**src/rtl/rclfr_pkg.sv**
```systemverilog
// rclfr_pkg: shared constants, codes and control/status structs of the RC link
// frame receiver. Used by rclfr_ctrl, rclfr_datapath and rc_link_frame_receiver.
package rclfr_pkg;

    // frame geometry
    localparam int MAX_FRAME    = 64;
    localparam int NUM_CHANNELS = 16;
    localparam int AW           = $clog2(MAX_FRAME);      // frame store address
    localparam int POS_W        = $clog2(MAX_FRAME + 1);  // byte position, holds MAX_FRAME
    localparam int LEN_CMP_W    = 9;                      // length + 2 without overflow

    // channel unpacking
    localparam int RAW_W  = 11;
    localparam int ACC_W  = RAW_W - 1 + 8;  // at most 10 leftover bits plus one byte
    localparam int HAVE_W = 5;
    localparam int IDX_W  = 4;
    localparam int US_W   = 12;

    localparam logic [AW-1:0] FIRST_PAYLOAD = AW'(3);

    // address bytes and frame type
    localparam logic [7:0] ADDR_FC    = 8'hC8;
    localparam logic [7:0] ADDR_RX    = 8'hEE;
    localparam logic [7:0] ADDR_TX    = 8'hEA;
    localparam logic [7:0] TYPE_CHANS = 8'h16;
    localparam logic [7:0] CRC_POLY   = 8'hD5;

    // 172..1811 -> 988..2012: q = d*1024/1639, done as a multiply by a rounded-up
    // reciprocal of 2^32/1639 and a shift (exact for 11-bit d)
    localparam logic [RAW_W-1:0] RAW_MIN     = RAW_W'(172);
    localparam logic [US_W-1:0]  US_MID      = US_W'(988);
    localparam int               RECIP_W     = 22;
    localparam int               RECIP_SHIFT = 22;
    localparam logic [RECIP_W-1:0] US_RECIP  =
        RECIP_W'(((64'd1 << 32) + 64'd1638) / 64'd1639);

    // configuration
    localparam int PADDR_W = 3;
    localparam logic [PADDR_W-3:0] REG_LINK_TIMEOUT = '0;
    localparam logic [15:0] TIMEOUT_RESET = 16'd500;

    typedef enum logic [2:0] {
        EV_BYTE        = 3'd0,
        EV_CHANNEL     = 3'd1,
        EV_CRC_ERR     = 3'd2,
        EV_OTHER_FRAME = 3'd3,
        EV_LINK_LOST   = 3'd4,
        EV_BAD_LENGTH  = 3'd5
    } t_event;

    typedef enum logic [1:0] {
        S_IDLE,
        S_READ,
        S_LOAD,
        S_EMIT
    } t_state;

    typedef struct packed {
        logic accept;    // input item taken this cycle
        logic rd_start;  // begin unpacking: read first payload byte
        logic ld;        // merge read byte into accumulator, read next
        logic emit;      // write one channel result
    } t_cmd;

    typedef struct packed {
        logic out_free;      // output register can take a result
        logic start_unpack;  // current input closes a good channel frame
        logic ld_full;       // after the merge, a whole channel is present
        logic last_ch;       // channel being emitted is the last one
    } t_stat;

endpackage

```
**src/rtl/rclfr_ctrl.sv**
```systemverilog
// rclfr_ctrl: sequencer of the frame receiver; input handshake and channel
// unpack steps. Depends on rclfr_pkg.
module rclfr_ctrl
    import rclfr_pkg::*;
(
    input  logic  i_clk,
    input  logic  i_rst_n,
    input  logic  i_in_valid,
    output logic  o_in_stall,
    input  t_stat i_stat,
    output t_cmd  o_cmd
);

    t_state r_state, n_state;

    always_ff @(posedge i_clk) begin
        if (!i_rst_n) begin
            r_state <= S_IDLE;
        end else begin
            r_state <= n_state;
        end
    end

    always_comb begin
        n_state    = r_state;
        o_cmd      = '0;
        o_in_stall = 1'b1;
        case (r_state)
            S_IDLE: begin
                o_in_stall   = !i_stat.out_free;
                o_cmd.accept = i_in_valid && i_stat.out_free;
                if (o_cmd.accept && i_stat.start_unpack) begin
                    n_state = S_READ;
                end
            end
            S_READ: begin
                o_cmd.rd_start = 1'b1;
                n_state        = S_LOAD;
            end
            S_LOAD: begin
                o_cmd.ld = 1'b1;
                if (i_stat.ld_full) begin
                    n_state = S_EMIT;
                end
            end
            S_EMIT: begin
                // at most 7 bits stay after a channel, so another byte is always due
                if (i_stat.out_free) begin
                    o_cmd.emit = 1'b1;
                    n_state    = i_stat.last_ch ? S_IDLE : S_LOAD;
                end
            end
            default: n_state = S_IDLE;
        endcase
    end

endmodule

```
**src/rtl/rclfr_datapath.sv**
```systemverilog
// rclfr_datapath: frame store, frame parsing, running CRC, link timer, channel
// unpacker and output register. Depends on rclfr_pkg.
module rclfr_datapath
    import rclfr_pkg::*;
(
    input  logic              i_clk,
    input  logic              i_rst_n,
    input  t_cmd              i_cmd,
    output t_stat             o_stat,
    input  logic [15:0]       i_timeout,
    input  logic              i_operation,
    input  logic [7:0]        i_rx_byte,
    output logic              o_out_valid,
    input  logic              i_out_stall,
    output logic [2:0]        o_event_res,
    output logic [IDX_W-1:0]  o_channel_index,
    output logic [RAW_W-1:0]  o_channel_raw,
    output logic [US_W-1:0]   o_channel_us,
    output logic              o_link_up,
    output logic [7:0]        o_frame_type,
    output logic              o_last
);

    function automatic logic [7:0] crc8_step(input logic [7:0] c, input logic [7:0] b);
        logic [7:0] x;
        x = c ^ b;
        for (int k = 0; k < 8; k++) begin
            x = x[7] ? ((x << 1) ^ CRC_POLY) : (x << 1);
        end
        return x;
    endfunction

    // frame store with per-entry valid bits (unwritten entries read as zero)
    logic [7:0]           mem [MAX_FRAME];
    logic [MAX_FRAME-1:0] r_vld;
    logic [7:0]           r_rd_data;
    logic                 r_rd_vld;
    logic                 we, re;
    logic [AW-1:0]        waddr, raddr;

    // parser state
    logic [POS_W-1:0]  r_pos, n_pos;
    logic [7:0]        r_len, n_len;
    logic [7:0]        r_crc, n_crc;
    logic [7:0]        r_type, n_type;
    logic              r_link, n_link;
    logic [15:0]       r_ticks, n_ticks;

    // unpacker
    logic [AW-1:0]     r_rd_addr, n_rd_addr;
    logic [ACC_W-1:0]  r_acc, n_acc;
    logic [HAVE_W-1:0] r_have, n_have;
    logic [IDX_W-1:0]  r_ch, n_ch;

    // output register
    logic              r_ov;
    t_event            r_ev;
    logic [IDX_W-1:0]  r_idx;
    logic [RAW_W-1:0]  r_raw;
    logic [US_W-1:0]   r_us;
    logic              r_lk;
    logic [7:0]        r_ty;
    logic              r_last;

    logic                 out_free;
    logic [POS_W-1:0]     pos_inc;
    logic                 frame_end, crc_ok, is_chan, is_addr, bad_len, lost;
    logic [15:0]          ticks_inc;
    t_event               acc_ev;
    logic [7:0]           acc_type;
    logic [7:0]           rd_byte;
    logic [RAW_W-1:0]     raw, mag;
    logic                 neg;
    logic [RAW_W+RECIP_W-1:0] prod;
    logic [RAW_W-1:0]     quo;
    logic [US_W-1:0]      us;

    assign out_free  = !r_ov || !i_out_stall;
    assign pos_inc   = r_pos + POS_W'(1);
    assign frame_end = LEN_CMP_W'(pos_inc) == (LEN_CMP_W'(r_len) + LEN_CMP_W'(2));
    assign crc_ok    = i_rx_byte == r_crc;
    assign is_chan   = r_type == TYPE_CHANS;
    assign is_addr   = (i_rx_byte == ADDR_FC) || (i_rx_byte == ADDR_RX) ||
                       (i_rx_byte == ADDR_TX);
    assign bad_len   = (i_rx_byte < 8'd2) ||
                       (LEN_CMP_W'(i_rx_byte) > LEN_CMP_W'(MAX_FRAME - 2));
    assign ticks_inc = (r_ticks == 16'hFFFF) ? r_ticks : r_ticks + 16'd1;
    assign lost      = r_link && (ticks_inc > i_timeout);

    always_comb begin
        o_stat.out_free     = out_free;
        o_stat.start_unpack = !i_operation && (r_pos >= POS_W'(2)) && frame_end &&
                              crc_ok && is_chan;
        o_stat.ld_full      = r_have >= HAVE_W'(3);
        o_stat.last_ch      = r_ch == IDX_W'(NUM_CHANNELS - 1);
    end

    // item handling
    always_comb begin
        n_pos    = r_pos;
        n_len    = r_len;
        n_crc    = r_crc;
        n_type   = r_type;
        n_link   = r_link;
        n_ticks  = r_ticks;
        we       = 1'b0;
        waddr    = r_pos[AW-1:0];
        acc_ev   = EV_BYTE;
        acc_type = 8'd0;
        if (i_cmd.accept) begin
            if (i_operation) begin
                n_ticks = ticks_inc;
                if (lost) begin
                    n_link = 1'b0;
                    acc_ev = EV_LINK_LOST;
                end
            end else if (r_pos == POS_W'(0)) begin
                if (is_addr) begin
                    we    = 1'b1;
                    n_pos = POS_W'(1);
                end
            end else if (r_pos == POS_W'(1)) begin
                n_len = i_rx_byte;
                if (bad_len) begin
                    n_pos  = POS_W'(0);
                    acc_ev = EV_BAD_LENGTH;
                end else begin
                    we    = 1'b1;
                    n_pos = POS_W'(2);
                end
            end else begin
                we = 1'b1;
                if (r_pos == POS_W'(2)) begin
                    n_type = i_rx_byte;
                    n_crc  = crc8_step(8'd0, i_rx_byte);
                end else if (LEN_CMP_W'(r_pos) <= LEN_CMP_W'(r_len)) begin
                    n_crc = crc8_step(r_crc, i_rx_byte);
                end
                if (frame_end) begin
                    n_pos    = POS_W'(0);
                    acc_type = r_type;
                    if (!crc_ok) begin
                        acc_ev = EV_CRC_ERR;
                    end else if (!is_chan) begin
                        acc_ev = EV_OTHER_FRAME;
                    end else begin
                        n_link  = 1'b1;
                        n_ticks = 16'd0;
                    end
                end else begin
                    n_pos = (pos_inc >= POS_W'(MAX_FRAME)) ? POS_W'(0) : pos_inc;
                end
            end
        end
    end

    // unpacker and microsecond map
    assign re      = i_cmd.rd_start || i_cmd.ld;
    assign raddr   = i_cmd.rd_start ? FIRST_PAYLOAD : r_rd_addr;
    assign rd_byte = r_rd_vld ? r_rd_data : 8'd0;
    assign raw     = r_acc[RAW_W-1:0];
    assign neg     = raw < RAW_MIN;
    assign mag     = neg ? (RAW_MIN - raw) : (raw - RAW_MIN);
    assign prod    = (RAW_W+RECIP_W)'(mag) * (RAW_W+RECIP_W)'(US_RECIP);
    assign quo     = prod[RECIP_SHIFT +: RAW_W];
    assign us      = neg ? (US_MID - US_W'(quo)) : (US_MID + US_W'(quo));

    always_comb begin
        n_rd_addr = r_rd_addr;
        n_acc     = r_acc;
        n_have    = r_have;
        n_ch      = r_ch;
        if (i_cmd.rd_start) begin
            n_rd_addr = FIRST_PAYLOAD + AW'(1);
            n_acc     = '0;
            n_have    = '0;
            n_ch      = '0;
        end else if (i_cmd.ld) begin
            n_rd_addr = r_rd_addr + AW'(1);
            n_acc     = r_acc | (ACC_W'(rd_byte) << r_have);
            n_have    = r_have + HAVE_W'(8);
        end else if (i_cmd.emit) begin
            n_acc  = r_acc >> RAW_W;
            n_have = r_have - HAVE_W'(RAW_W);
            n_ch   = r_ch + IDX_W'(1);
        end
    end

    always_ff @(posedge i_clk) begin
        if (we) begin
            mem[waddr] <= i_rx_byte;
        end
        if (re) begin
            r_rd_data <= mem[raddr];
            r_rd_vld  <= r_vld[raddr];
        end
    end

    always_ff @(posedge i_clk) begin
        if (!i_rst_n) begin
            r_vld   <= '0;
            r_pos   <= '0;
            r_len   <= '0;
            r_crc   <= '0;
            r_type  <= '0;
            r_link  <= 1'b0;
            r_ticks <= '0;
            r_ov    <= 1'b0;
        end else begin
            if (we) begin
                r_vld[waddr] <= 1'b1;
            end
            r_pos   <= n_pos;
            r_len   <= n_len;
            r_crc   <= n_crc;
            r_type  <= n_type;
            r_link  <= n_link;
            r_ticks <= n_ticks;
            if ((i_cmd.accept && !o_stat.start_unpack) || i_cmd.emit) begin
                r_ov <= 1'b1;
            end else if (!i_out_stall) begin
                r_ov <= 1'b0;
            end
        end
    end

    always_ff @(posedge i_clk) begin
        r_rd_addr <= n_rd_addr;
        r_acc     <= n_acc;
        r_have    <= n_have;
        r_ch      <= n_ch;
        if (i_cmd.accept && !o_stat.start_unpack) begin
            r_ev   <= acc_ev;
            r_idx  <= '0;
            r_raw  <= '0;
            r_us   <= '0;
            r_lk   <= n_link;
            r_ty   <= acc_type;
            r_last <= 1'b1;
        end else if (i_cmd.emit) begin
            r_ev   <= EV_CHANNEL;
            r_idx  <= r_ch;
            r_raw  <= raw;
            r_us   <= us;
            r_lk   <= r_link;
            r_ty   <= r_type;
            r_last <= o_stat.last_ch;
        end
    end

    assign o_out_valid     = r_ov;
    assign o_event_res     = r_ev;
    assign o_channel_index = r_idx;
    assign o_channel_raw   = r_raw;
    assign o_channel_us    = r_us;
    assign o_link_up       = r_lk;
    assign o_frame_type    = r_ty;
    assign o_last          = r_last;

endmodule

```
**src/rtl/rc_link_frame_receiver.sv**
```systemverilog
// rc_link_frame_receiver: top level of the RC link frame receiver; config
// register, sequencer and datapath. Depends on rclfr_pkg, rclfr_ctrl, rclfr_datapath.
//
// Takes one item per handshake: a received serial byte (operation 0) or a
// millisecond tick (operation 1). Bytes are framed as address (0xC8/0xEE/0xEA),
// length (2..MAX_FRAME-2, else resync with a bad-length event), type, payload
// and a CRC-8 (poly 0xD5) over type and payload. Every item gives one result,
// except a good channel frame (type 0x16) whose closing byte gives sixteen
// channel results: 11-bit raw value unpacked LSB-first from payload bytes 3..24
// and its microsecond value. Such a frame raises link_up and clears the tick
// count; ticks count up (saturating at 65535) and drop the link with a link-lost
// event once the count exceeds link_timeout_ms (APB register at address 0,
// reset 500). Rate: a byte or tick is taken while the output register is free
// or being emptied, so one item per cycle while there is no back pressure and
// no frame is unpacked. The closing byte of a channel frame starts a busy phase,
// input stalled (one read setup, 22 payload byte reads, 16 result writes), set
// by the single read port of the frame store and the one-deep output register;
// output stalls lengthen it. The frame store reads as zero until written (valid
// bit per entry cleared by reset), so there is no clearing pass.
module rc_link_frame_receiver
    import rclfr_pkg::*;
(
    input  logic               i_clk,
    input  logic               i_rst_n,
    // configuration port
    input  logic               psel,
    input  logic               penable,
    input  logic               pwrite,
    input  logic [PADDR_W-1:0] paddr,
    input  logic [31:0]        pwdata,
    output logic [31:0]        prdata,
    output logic               pready,
    // input items
    input  logic               i_in_valid,
    output logic               o_in_stall,
    input  logic               i_operation,
    input  logic [7:0]         i_rx_byte,
    // result items
    output logic               o_out_valid,
    input  logic               i_out_stall,
    output logic [2:0]         o_event_res,
    output logic [IDX_W-1:0]   o_channel_index,
    output logic [RAW_W-1:0]   o_channel_raw,
    output logic [US_W-1:0]    o_channel_us,
    output logic               o_link_up,
    output logic [7:0]         o_frame_type,
    output logic               o_last
);

    logic [15:0] r_link_timeout_ms;
    logic        cfg_wr;
    logic        sel_timeout;
    t_cmd        cmd;
    t_stat       stat;

    // register index is the word address; bits below it are byte lanes
    assign sel_timeout = paddr[PADDR_W-1:2] == REG_LINK_TIMEOUT;
    assign pready      = 1'b1;
    assign cfg_wr      = psel && penable && pwrite && pready;
    assign prdata      = sel_timeout ? {16'd0, r_link_timeout_ms} : 32'd0;

    always_ff @(posedge i_clk) begin
        if (!i_rst_n) begin
            r_link_timeout_ms <= TIMEOUT_RESET;
        end else if (cfg_wr && sel_timeout) begin
            r_link_timeout_ms <= pwdata[15:0];
        end
    end

    rclfr_ctrl u_ctrl (
        .i_clk      (i_clk),
        .i_rst_n    (i_rst_n),
        .i_in_valid (i_in_valid),
        .o_in_stall (o_in_stall),
        .i_stat     (stat),
        .o_cmd      (cmd)
    );

    rclfr_datapath u_dp (
        .i_clk           (i_clk),
        .i_rst_n         (i_rst_n),
        .i_cmd           (cmd),
        .o_stat          (stat),
        .i_timeout       (r_link_timeout_ms),
        .i_operation     (i_operation),
        .i_rx_byte       (i_rx_byte),
        .o_out_valid     (o_out_valid),
        .i_out_stall     (i_out_stall),
        .o_event_res     (o_event_res),
        .o_channel_index (o_channel_index),
        .o_channel_raw   (o_channel_raw),
        .o_channel_us    (o_channel_us),
        .o_link_up       (o_link_up),
        .o_frame_type    (o_frame_type),
        .o_last          (o_last)
    );

endmodule
```
**config.mk**
```make
export PLATFORM = sky130hd
export DESIGN_NAME = rc_link_frame_receiver
export DESIGN_NICKNAME = d
export VERILOG_FILES = /design/src/rtl/rclfr_pkg.sv /design/src/rtl/rclfr_ctrl.sv /design/src/rtl/rclfr_datapath.sv /design/src/rtl/rc_link_frame_receiver.sv
export SDC_FILE = /design/constraint.sdc
export NUM_CORES = 1
export LEC_CHECK = 0
export ABC_AREA = 1
export BUFFER_PORTS_ARGS = -buffer_cell sky130_fd_sc_hd__buf_2
export CORE_MARGIN = 8
export CORE_UTILIZATION = 30
export CTS_CLUSTER_DIAMETER = 80
export DETAILED_ROUTE_END_ITERATION = 10
export PLACE_DENSITY = 0.52
export REMOVE_ABC_BUFFERS = 1
export SYNTH_ARGS = -nofsm -noshare
export SYNTH_HDL_FRONTEND = slang
export SYNTH_SLANG_ARGS = --single-unit
```
**constraint.sdc**
```tcl
create_clock -name i_clk -period 18.36 [get_ports i_clk]
set_clock_uncertainty 0.1 [all_clocks]
set_input_delay 1.836 -clock i_clk [delete_from_list [all_inputs] [get_ports i_clk]]
set_output_delay 1.836 -clock i_clk [all_outputs]
set_load 0.005 [all_outputs]
```
==> impl_metrics.ini <==
[run_status]
outcome = finished clean

[timing]
finalHoldViolCount = 0
rsz0062_at_grt = no
fmax_ghz = 0.123
setup_violations = 0
finalCritPeriodShare = 0.444
drv_slew = 0
period_needed_ns = 8.16
worst_slack_ns = 10.20
relSlewSlack = 0.225
setup_tns_ns = 0
worst_pin_slew_ns = 1.16

[place]
post-dp-hpwl_mm = 58.3
port_buffers = 90
gp_congestion = 0.835
dpl_worst_slack_ns = 10.07

[clock_tree]
cts.sinks = 725
htree_levels = 3
cts_inserted_buffers = 82
post_cts_buffers = 0
clk_pin_slew_ns = 0.05
clock_latency_ns = 0.67
ctsHoldBuffers = 0
cts_tree = done
clock_path_buffers = 3
cts-resized-gates = 0
cts_root_buffer = clkbuf_16

[synthesis]
synth-seq-cells = 725
synthDistinctLibCells = 59
yosysTopAreaCellShare = 0.459
avgSynthCellArea_um2 = 10.1
ys_seq_area_frac = 0.569
ys.flop_type = edfxtp_1
synth_cells = 3441
synth_area_leaders = edfxtp_1 46%, dfxtp_1 11%, o21ai_0 5.8%
yosysMostFrequentCell = edfxtp_1
yosysTopAreaCell = edfxtp_1
ys_warn_count = 0
synth-async-reset-ratio = 0
syn-cell-area_um2 = 34900
synth_commonest_cells = 533 x edfxtp_1, 477 x nor2_1, 402 x o21ai_0
synth-edff-count = 533

[global_route]
antenna_found_initial = 0
grt_pass1_wl_mm = 145
grt_start_max_net_pins = 179
track_usage = 0.144
overflow = 0
grt_pass1_vias = 24600

[worst_setup_path]
cp.arrival_ns = 8.57
critPathCaptureType = flip-flop
rrSetupSlack_ns = 10.20
crit_start = u_dp.r_acc[6]$_SDFFE_PP0P_
critical_path_class = reg2reg
r2r-start = u_dp.r_acc[6]$_SDFFE_PP0P_
cpMaxStageDelayCell = nor2_2
start_kind = flip-flop
cpPeakStageDelay_ns = 0.63
crit_top_cell = nand2_1
crit_fanout = 16
critPathRequiredTime_ns = 18.77

[worst_hold_path]
hp-start = u_dp.o_channel_us[7]$_SDFFE_PP0P_
min_path_type = reg2reg

[finish]
syn_to_final_growth_pct = 13.3
diodes = 0
nNetsFinal = 3700
drive_gt1_frac = 0.0810

[routing]
drt_first_pass_iters = 5
wl_per_cell_um = 18.7
post-route-drc-count = 0
vias = 25000
routed_wl_mm = 94.6
vias_per_cell = 4.93
drt_iter0_drc = 1814
ant_nets = 0

[floorplanning]
start_util = 0.302
core_um2 = 116000
die_width_um = 357
die_area_um2 = 127000
pin_count = 126
rows = 125
fp.dieH_um = 357

[job]
maxCapViolCount = 0
[logic make-up (layout without fill, tap and decap cells)]
| group | Yosys count | count (layout) | share of synthesized area |
|---|---|---|---|
| adders and majority gates | 174 | 174 | 0.0738 |
| AOI/OAI and AO/OA | 894 | 894 | 0.154 |
| DFF | 725 | 725 | 0.569 |
| buffers and inverters | 499 | 587 | 0.0570 |
| muxes | 1 | 1 | 0.000287 |
| and+or+nand+nor | 1076 | 1076 | 0.127 |
| xor gates and xnor gates | 70 | 70 | 0.0186 |
| other | 2 | 17 | 0.000215 |
[sequential cells by signal (all words and copies together), names as in the netlist, 2 cells and up]
name / cells
u_dp.o_channel_raw: 11
u_dp.r_vld: 64
u_dp.r_crc: 8
u_dp.o_channel_us: 12
u_dp.o_frame_type: 8
u_dp.mem: 512
u_dp.o_event_res: 3
u_ctrl.r_state: 2
u_dp.r_ch: 4
u_dp.r_ticks: 16
u_dp.o_channel_index: 4
u_dp.r_acc: 18
u_dp.r_len: 8
u_dp.r_type: 8
u_dp.r_rd_data: 8
r_link_timeout_ms: 16
u_dp.r_have: 5
u_dp.r_pos: 7
u_dp.r_rd_addr: 6
[final timing paths]
kind / to / cells past startpoint
worst max register to register: u_dp.o_channel_us[10]$_SDFFE_PP0P_ / 36
worst min-delay path: u_dp.o_channel_us[7]$_SDFFE_PP0P_ / 2
worst min register to register: u_dp.o_channel_us[7]$_SDFFE_PP0P_ / 2
worst max-delay path: u_dp.o_channel_us[10]$_SDFFE_PP0P_ / 36
[cell usage in the layout, fill, tap and decap left out, drive strengths merged, types with 78 or more instances in the layout]
| cell type | count |
|---|---|
| nand2 | 375 |
| nor2 | 482 |
| clkbuf | 111 |
| inv | 313 |
| o21ai | 421 |
| o211ai | 88 |
| nand3 | 137 |
| buf | 121 |
| ha | 121 |
| dfxtp | 192 |
| edfxtp | 533 |
| o22ai | 78 |
| a21oi | 128 |
[critical path, delay by kind of cell, from the launching register on]
family / cells / cell delay (ns)
adders and majority gates: 7 / 3.18
and+or+nand+nor: 16 / 1.95
AOI/OAI and AO/OA: 5 / 1.10
buffers and inverters: 7 / 0.79
xor gates and xnor gates: 1 / 0.55
DFF: 1 / 0.36
[metal layers]
layer,part of all wire,up-vias,global-route usage
li1,-,12200,-
met3,0.038,161,0.0194
met2,0.49,514,0.252
met4,0.031,0,0.0483
met5,0,-,0
met1,0.44,12100,0.184
[area by class of cell]
| cell class | count | area, um2 |
|---|---|---|
| multi-input cells | 2232 | 13100 |
| inverters | 313 | 1190 |
| fillers | 11800 | 76200 |
| flip-flops and latches | 725 | 19800 |
| well taps | 1524 | 1910 |
| clock inverters | 42 | 503 |
| repair buffers | 121 | 711 |
| clock buffers | 111 | 2230 |
[stage by stage]
step | instance area [um2] | util | cells | hold slack [ns]
final | 39500 | 0.342 | 5068 | 0.348
after global routing | 39500 | 0.342 | 5068 | 0.366
after CTS | 39500 | 0.342 | 5068 | 0.350
after detailed placement | 36800 | 0.318 | 4915 | 0.338
after global placement | 36800 | 0.318 | 4915 | 0.341
after floorplan | 34100 | - | 3270 | 0.335
Power is left out: the tool's default activity adds up to more than one toggle a clock period on the data nets, which glitch-free logic cannot reach.
